[config.mk]
export PLATFORM = sky130hd
export DESIGN_NAME = echo_pulse_width_to_distance
export DESIGN_NICKNAME = d
export VERILOG_FILES = /design/src/hw/rtl/epwd_pkg.sv /design/src/hw/rtl/epwd_dist.sv /design/src/hw/rtl/epwd_ctrl.sv /design/src/hw/rtl/echo_pulse_width_to_distance.sv
export SDC_FILE = /design/constraint.sdc
export NUM_CORES = 1
export LEC_CHECK = 0
export ABC_AREA = 1
export BUFFER_PORTS_ARGS = -buffer_cell sky130_fd_sc_hd__buf_2
export CELL_PAD_IN_SITES_DETAIL_PLACEMENT = 1
export CELL_PAD_IN_SITES_GLOBAL_PLACEMENT = 2
export CORE_MARGIN = 2
export CORE_UTILIZATION = 44
export DETAILED_ROUTE_END_ITERATION = 6
export GPL_TIMING_DRIVEN = 0
export PLACE_DENSITY_LB_ADDON = 0.25
export SYNTH_ARGS = -nofsm -noshare
export SYNTH_HDL_FRONTEND = slang
export SYNTH_SLANG_ARGS = --single-unit
[constraint.sdc]
create_clock -name clk -period 9.6 [get_ports clk]
set_input_delay 0.48 -clock clk [delete_from_list [all_inputs] [get_ports clk]]
set_output_delay 0.48 -clock clk [all_outputs]
set_load 0.02 [all_outputs]
[src/hw/rtl/epwd_pkg.sv]
// ----------------------------------------------------------------------------
// epwd_pkg
// Shared types and constants for the echo pulse width to distance block.
// ----------------------------------------------------------------------------
package epwd_pkg;

	localparam int unsigned OVF_W   = 6;
	localparam int unsigned COUNT_W = 16;
	localparam int unsigned TICKS_W = OVF_W + COUNT_W;
	localparam int unsigned DIST_W  = 17;

	// request kinds
	localparam logic REQ_EVENT = 1'b0;
	localparam logic REQ_READ  = 1'b1;

	// capture polarity
	localparam logic POL_RISING  = 1'b0;
	localparam logic POL_FALLING = 1'b1;

	localparam logic [OVF_W-1:0]   OVF_MAX   = 6'h3F;
	localparam logic [COUNT_W-1:0] SAT_COUNT = 16'hFFFF;

	// floor(ticks*33/2000) == (ticks * DIST_MULT) >> DIST_SHIFT for ticks < 2^22
	// DIST_MULT = ceil(33 * 2^33 / 2000), rounding error 464/2000 per 2^33
	localparam int unsigned MULT_W     = 28;
	localparam int unsigned PROD_W     = TICKS_W + MULT_W;
	localparam int unsigned DIST_SHIFT = 33;
	localparam logic [MULT_W-1:0] DIST_MULT = 28'd141733921;

	typedef struct packed {
		logic               req_type;
		logic               overflow_event;
		logic               edge_event;
		logic [COUNT_W-1:0] captured_count;
	} req_t;

	typedef struct packed {
		logic              edge_select;
		logic              clear_counter;
		logic              measure_done;
		logic [DIST_W-1:0] distance;
	} rsp_t;

endpackage

[src/hw/rtl/epwd_dist.sv]
// ----------------------------------------------------------------------------
// epwd_dist
// Converts timer ticks to distance with one constant reciprocal multiply.
// ----------------------------------------------------------------------------
module epwd_dist import epwd_pkg::*; (
	input  logic [TICKS_W-1:0] ticks,
	output logic [DIST_W-1:0]  distance
);

	logic [PROD_W-1:0] product;

	// ticks * 33 / 2000 as multiply and shift
	assign product  = {{MULT_W{1'b0}}, ticks} * {{TICKS_W{1'b0}}, DIST_MULT};
	assign distance = product[DIST_SHIFT +: DIST_W];

endmodule

[src/hw/rtl/epwd_ctrl.sv]
// ----------------------------------------------------------------------------
// epwd_ctrl
// Measurement state: edge and overflow handling, read and restart, and the
// result word that each request produces.
// ----------------------------------------------------------------------------
module epwd_ctrl import epwd_pkg::*; (
	input  logic clk,
	input  logic arst_n,
	input  logic fire,
	input  req_t req,
	output rsp_t rsp
);

	logic               done_q;
	logic               high_q;
	logic [OVF_W-1:0]   ovf_cnt_q;
	logic [COUNT_W-1:0] pulse_cnt_q;
	logic               pol_q;
	logic [DIST_W-1:0]  last_dist_q;

	logic               done_d;
	logic               high_d;
	logic [OVF_W-1:0]   ovf_cnt_d;
	logic [COUNT_W-1:0] pulse_cnt_d;
	logic               pol_d;
	logic [DIST_W-1:0]  last_dist_d;
	logic               clr;
	logic [DIST_W-1:0]  conv_dist;

	// distance of the finished measurement held in state
	epwd_dist u_dist (
		.ticks    ({ovf_cnt_q, pulse_cnt_q}),
		.distance (conv_dist)
	);

	// next state for the word in flight
	always_comb begin
		done_d      = done_q;
		high_d      = high_q;
		ovf_cnt_d   = ovf_cnt_q;
		pulse_cnt_d = pulse_cnt_q;
		pol_d       = pol_q;
		last_dist_d = last_dist_q;
		clr         = 1'b0;
		unique case (req.req_type)
			REQ_EVENT: begin
				if (!done_q) begin
					// overflow first, only while the pulse is high
					if (req.overflow_event && high_q) begin
						if (ovf_cnt_q == OVF_MAX) begin
							done_d      = 1'b1;
							pulse_cnt_d = SAT_COUNT;
						end else begin
							ovf_cnt_d = ovf_cnt_q + 1'b1;
						end
					end
					if (req.edge_event) begin
						if (high_q) begin
							// falling edge ends the pulse
							done_d      = 1'b1;
							pulse_cnt_d = req.captured_count;
							pol_d       = POL_RISING;
						end else begin
							// rising edge starts the pulse
							done_d      = 1'b0;
							ovf_cnt_d   = '0;
							pulse_cnt_d = '0;
							high_d      = 1'b1;
							clr         = 1'b1;
							pol_d       = POL_FALLING;
						end
					end
				end
			end
			REQ_READ: begin
				if (done_q) begin
					last_dist_d = conv_dist;
					done_d      = 1'b0;
					high_d      = 1'b0;
					ovf_cnt_d   = '0;
				end
			end
			default: begin
				clr = 1'b0;
			end
		endcase
	end

	// state registers
	always_ff @(posedge clk or negedge arst_n) begin
		if (!arst_n) begin
			done_q      <= 1'b0;
			high_q      <= 1'b0;
			ovf_cnt_q   <= '0;
			pulse_cnt_q <= '0;
			pol_q       <= POL_RISING;
			last_dist_q <= '0;
		end else if (fire) begin
			done_q      <= done_d;
			high_q      <= high_d;
			ovf_cnt_q   <= ovf_cnt_d;
			pulse_cnt_q <= pulse_cnt_d;
			pol_q       <= pol_d;
			last_dist_q <= last_dist_d;
		end
	end

	// result word reflects the state after this request
	assign rsp.edge_select   = pol_d;
	assign rsp.clear_counter = clr;
	assign rsp.measure_done  = done_d;
	assign rsp.distance      = last_dist_d;

	// a finished measurement always had its pulse start
	a_done_needs_high: assert property (@(posedge clk) disable iff (!arst_n)
		done_q |-> high_q)
		else $error("measurement done without a started pulse");

	// overflows are only counted inside a pulse
	a_ovf_needs_high: assert property (@(posedge clk) disable iff (!arst_n)
		(ovf_cnt_q != '0) |-> high_q)
		else $error("overflow count nonzero outside a pulse");

	// a counter clear only starts a pulse that was not yet high
	a_clr_needs_low: assert property (@(posedge clk) disable iff (!arst_n)
		clr |-> !high_q)
		else $error("counter clear while the pulse is already high");

endmodule

[src/hw/rtl/echo_pulse_width_to_distance.sv]
// ----------------------------------------------------------------------------
// echo_pulse_width_to_distance
// Path: an accepted request sits in the input register; its result word is
// registered into the result register when that register is free or drained.
// Throughput: one request per cycle while the result register drains; the
// state-to-result path through the distance multiplier sets the clock period.
// Reset: arst_n clears all measurement state and both valid flags.
// ----------------------------------------------------------------------------
module echo_pulse_width_to_distance import epwd_pkg::*; (
	input  logic clk,
	input  logic arst_n,
	input  logic req_valid,
	output logic req_ready,
	input  req_t req,
	output logic rsp_valid,
	input  logic rsp_ready,
	output rsp_t rsp
);

	logic valid_s1;
	req_t req_s1;
	logic adv;
	logic fire;
	rsp_t rsp_d;
	rsp_t rsp_q;
	logic rsp_valid_q;

	// stage 1 moves on when the result register is free or being drained
	assign adv       = !rsp_valid_q || rsp_ready;
	assign fire      = valid_s1 && adv;
	assign req_ready = !valid_s1 || adv;

	// input register
	always_ff @(posedge clk or negedge arst_n) begin
		if (!arst_n) begin
			valid_s1 <= 1'b0;
		end else if (req_ready) begin
			valid_s1 <= req_valid;
		end
	end

	always_ff @(posedge clk or negedge arst_n) begin
		if (!arst_n) begin
			req_s1 <= '0;
		end else if (req_ready && req_valid) begin
			req_s1 <= req;
		end
	end

	epwd_ctrl u_ctrl (
		.clk    (clk),
		.arst_n (arst_n),
		.fire   (fire),
		.req    (req_s1),
		.rsp    (rsp_d)
	);

	// result register
	always_ff @(posedge clk or negedge arst_n) begin
		if (!arst_n) begin
			rsp_valid_q <= 1'b0;
		end else if (adv) begin
			rsp_valid_q <= valid_s1;
		end
	end

	always_ff @(posedge clk) begin
		if (fire) begin
			rsp_q <= rsp_d;
		end
	end

	assign rsp_valid = rsp_valid_q;
	assign rsp       = rsp_q;

	// counter clear only comes with the switch to falling-edge capture
	a_clr_falling: assert property (@(posedge clk) disable iff (!arst_n)
		(rsp_valid && rsp.clear_counter) |-> (rsp.edge_select == POL_FALLING))
		else $error("counter clear without falling-edge capture");

	// a pulse start never reports a finished measurement
	a_clr_not_done: assert property (@(posedge clk) disable iff (!arst_n)
		(rsp_valid && rsp.clear_counter) |-> !rsp.measure_done)
		else $error("counter clear on a finished measurement");

	// a stalled word in stage 1 is not dropped
	a_s1_hold: assert property (@(posedge clk) disable iff (!arst_n)
		(valid_s1 && !adv) |=> valid_s1)
		else $error("stage 1 word lost while stalled");

endmodule
==> impl_metrics.tcl <==
set metrics [dict create \
    drtIter0Drc 458 \
    globalplace.congestion 0.922 \
    drive_above_1_share_pct 7.01 \
    rows 60 \
    wl_met3_um 750 \
    hold_buffers 0 \
    insertion_delay_ns 0.35 \
    fmax_mhz 151 \
    tns_ns 0 \
    grtUsageTotal_pct 25.3 \
    dp_cells 1780 \
    yosysSeqAreaShare_pct 18.1 \
    die_h_um 169 \
    route.detailed.drc 0 \
    grt_pass1_vias 10400 \
    wl_per_cell_um 19.1 \
    hp-class "in2async" \
    setup_viol 0 \
    synth_cell_types 42 \
    area_growth_pct 7.90 \
    endpoint_kind "register" \
    post_cts_buffers 0 \
    yosys_warnings 0 \
    clk_pin_slew_ns 0.07 \
    crit_path_max_incr_delay_ns 0.66 \
    vias 9262 \
    min_period_over_period_pct 68.9 \
    cp_common_cell "inv_1" \
    required_ns 9.71 \
    drv_slew 0 \
    grt_overflow 0 \
    cap_viol_max_count 0 \
    syn_inst 1395 \
    hold_violations 0 \
    cts_sinks 83 \
    fin_util_pct 48.2 \
    design.core.area_um2 26900 \
    skew_ns 0.0111 \
    synth_edf_count 20 \
    avgSynthCellArea_um2 8.60 \
    ant_nets 0 \
    antenna_cells 0 \
    avgViaCountPerCell 5.16 \
    async_flop_share_pct 75.9 \
    cts_tree "built" \
    dpl-instance-area_um2 12600 \
    antenna_found_initial 0 \
    initial_core_util_pct 44.6 \
    max_slew_margin_pct 43.4 \
    arrival_ns 6.73 \
    outcome "completed" \
    post-dp-hpwl_um 29700 \
    design.die.area_um2 28600 \
    first_pass_iters 5 \
    crit_fanout 8 \
    io_buffers 44 \
    rsz0062_at_grt "no" \
    cts_max_level 3 \
    wirelength_um 34300 \
    clockRootBuffer "clkbuf_16" \
    synth_area_um2 12000 \
    wl_met2_um 16700 \
    final_area_um2 12900 \
    synth_seq_cells 83 \
    cts_resized 0 \
    grt_pass1_wl_um 55900 \
    final_net_count 1838 \
    slowest_stage "dfrtp_1" \
    critical_path_class "reg2reg" \
    grt_max_degree 64 \
    worstSetupStartpointType "register" \
    fp.dieW_um 169 \
    wl_met1_um 15800 \
    cts_buffers 9 \
    clk_path_buf_depth 2 \
    tightestPinTransition_ns 0.849 \
    synthFlopType "dfrtp_1" \
    ios 45 \
    fin_cells 1796 \
    period_minus_slack_ns 6.61 \
    highest_layer "met4" \
    syn_nets 1783 \
]
==> Yosys cell counts (2+ instances only) <==
cell,count,area [um^2]
dfrtp_1,63,1580
inv_1,355,1330
nor2_1,72,270
or2_2,13,81.3
o21a_1,4,30.0
clkinv_1,2,7.51
ha_1,233,2920
inv_2,3,11.3
o22ai_1,4,25.0
a21oi_1,84,420
nand2_1,200,751
a22oi_1,5,37.5
fa_1,132,2640
nand4_1,19,119
buf_1,3,11.3
o211ai_1,3,22.5
xor2_1,5,43.8
o21ai_0,49,245
nor4_1,2,12.5
a31oi_1,2,12.5
a21boi_0,4,30.0
a21o_1,9,67.6
xnor2_1,2,17.5
o21bai_1,8,60.1
edfxtp_1,20,601
nand3_1,51,255
nor3_1,11,55.1
mux2_2,17,191
clkbuf_1,7,26.3
==> layout by cell type, fill, tap and decap left out, types with 3 or more instances in the layout <==
master,n
a22oi_1,5
buf_2,43
o21ai_0,49
a21oi_1,84
or2_2,13
inv_1,355
o21bai_1,8
o211ai_1,3
o22ai_1,4
mux2_2,17
nor3_1,11
edfxtp_1,20
a21o_1,9
nand2_1,200
clkbuf_16,9
dfrtp_1,63
nor2_1,72
inv_8,3
xor2_1,5
nand3_1,51
a21boi_0,4
fa_1,132
clkbuf_1,6
nand4_1,19
o21a_1,4
ha_1,233
inv_2,3
buf_1,3
==> path summary, 6_finish.rpt <==
kind                                        from                     end  slack [ns]  cells after the start
setup / recovery           u_ctrl.pulse_cnt_q[2]                  rsp[1]        2.99                     25
hold / removal                            arst_n   u_ctrl.pulse_cnt_q[0]        0.22                      1
setup reg to reg           u_ctrl.pulse_cnt_q[2]                  rsp[1]        2.99                     25
hold reg to reg            u_ctrl.last_dist_q[7]   u_ctrl.last_dist_q[7]        0.48                      2
max in group asynchronous                 arst_n  u_ctrl.last_dist_q[12]        8.80                      1
min in group clk                         req[12]              req_s1[12]        0.36                      2
==> layer usage <==
layer,vias to the layer above,track usage (%)
met3,43,2.62
met5,-,0
met2,117,44.1
met4,0,6.84
met1,4591,33.6
li1,4511,-
==> flip-flops by register name (all words and copies together) (netlist names) <==
signal,flops
req_s1,19
rsp,20
rsp_valid,1
u_ctrl.done_q,1
u_ctrl.high_q,1
u_ctrl.last_dist_q,17
u_ctrl.ovf_cnt_q,6
u_ctrl.pol_q,1
u_ctrl.pulse_cnt_q,16
valid_s1,1
==> kinds of logic (layout without fill, tap and decap cells) <==
group | after synthesis | in the layout | share of synthesized area (%)
XOR/XNOR | 7 | 7 | 0.511
multiplexers | 17 | 17 | 1.60
buffers and inverters | 371 | 431 | 11.7
flip-flops | 83 | 83 | 18.1
adder cells (fa/ha/maj) | 365 | 365 | 46.3
AND/OR/NAND/NOR | 376 | 376 | 13.4
AO/OA/AOI/OAI | 176 | 176 | 8.30
==> per-stage QoR <==
stage / setup WS, ns / hold slack, ns
floorplan: 4.12 / 0.184
global placement: 3.09 / 0.454
detailed placement: 2.98 / 0.466
CTS: 2.93 / 0.259
global route: 2.62 / 0.285
finish: 2.99 / 0.223
==> critical path, delay by kind of cell (launching register included) <==
family                   cells  cell delay, ns
AO/OA/AOI/OAI                3            0.66
XOR/XNOR                     1            0.29
adder cells (fa/ha/maj)      8            3.54
buffers and inverters        8            0.66
flip-flops                   1            0.66
AND/OR/NAND/NOR              5            0.56
==> area by class of cell <==
class | count | area, um^2
Fill cell | 3232 | 13900
Multi-Input combinational cell | 941 | 8420
Sequential cell | 83 | 2180
Inverter | 360 | 1350
Tap cell | 341 | 427
Clock buffer | 9 | 225
Timing Repair Buffer | 44 | 223
Clock inverter | 7 | 71.3
Buffer | 11 | 50.0
Power is left out: the tool's default activity adds up to more than one toggle a clock period on the data nets, which glitch-free logic cannot reach.
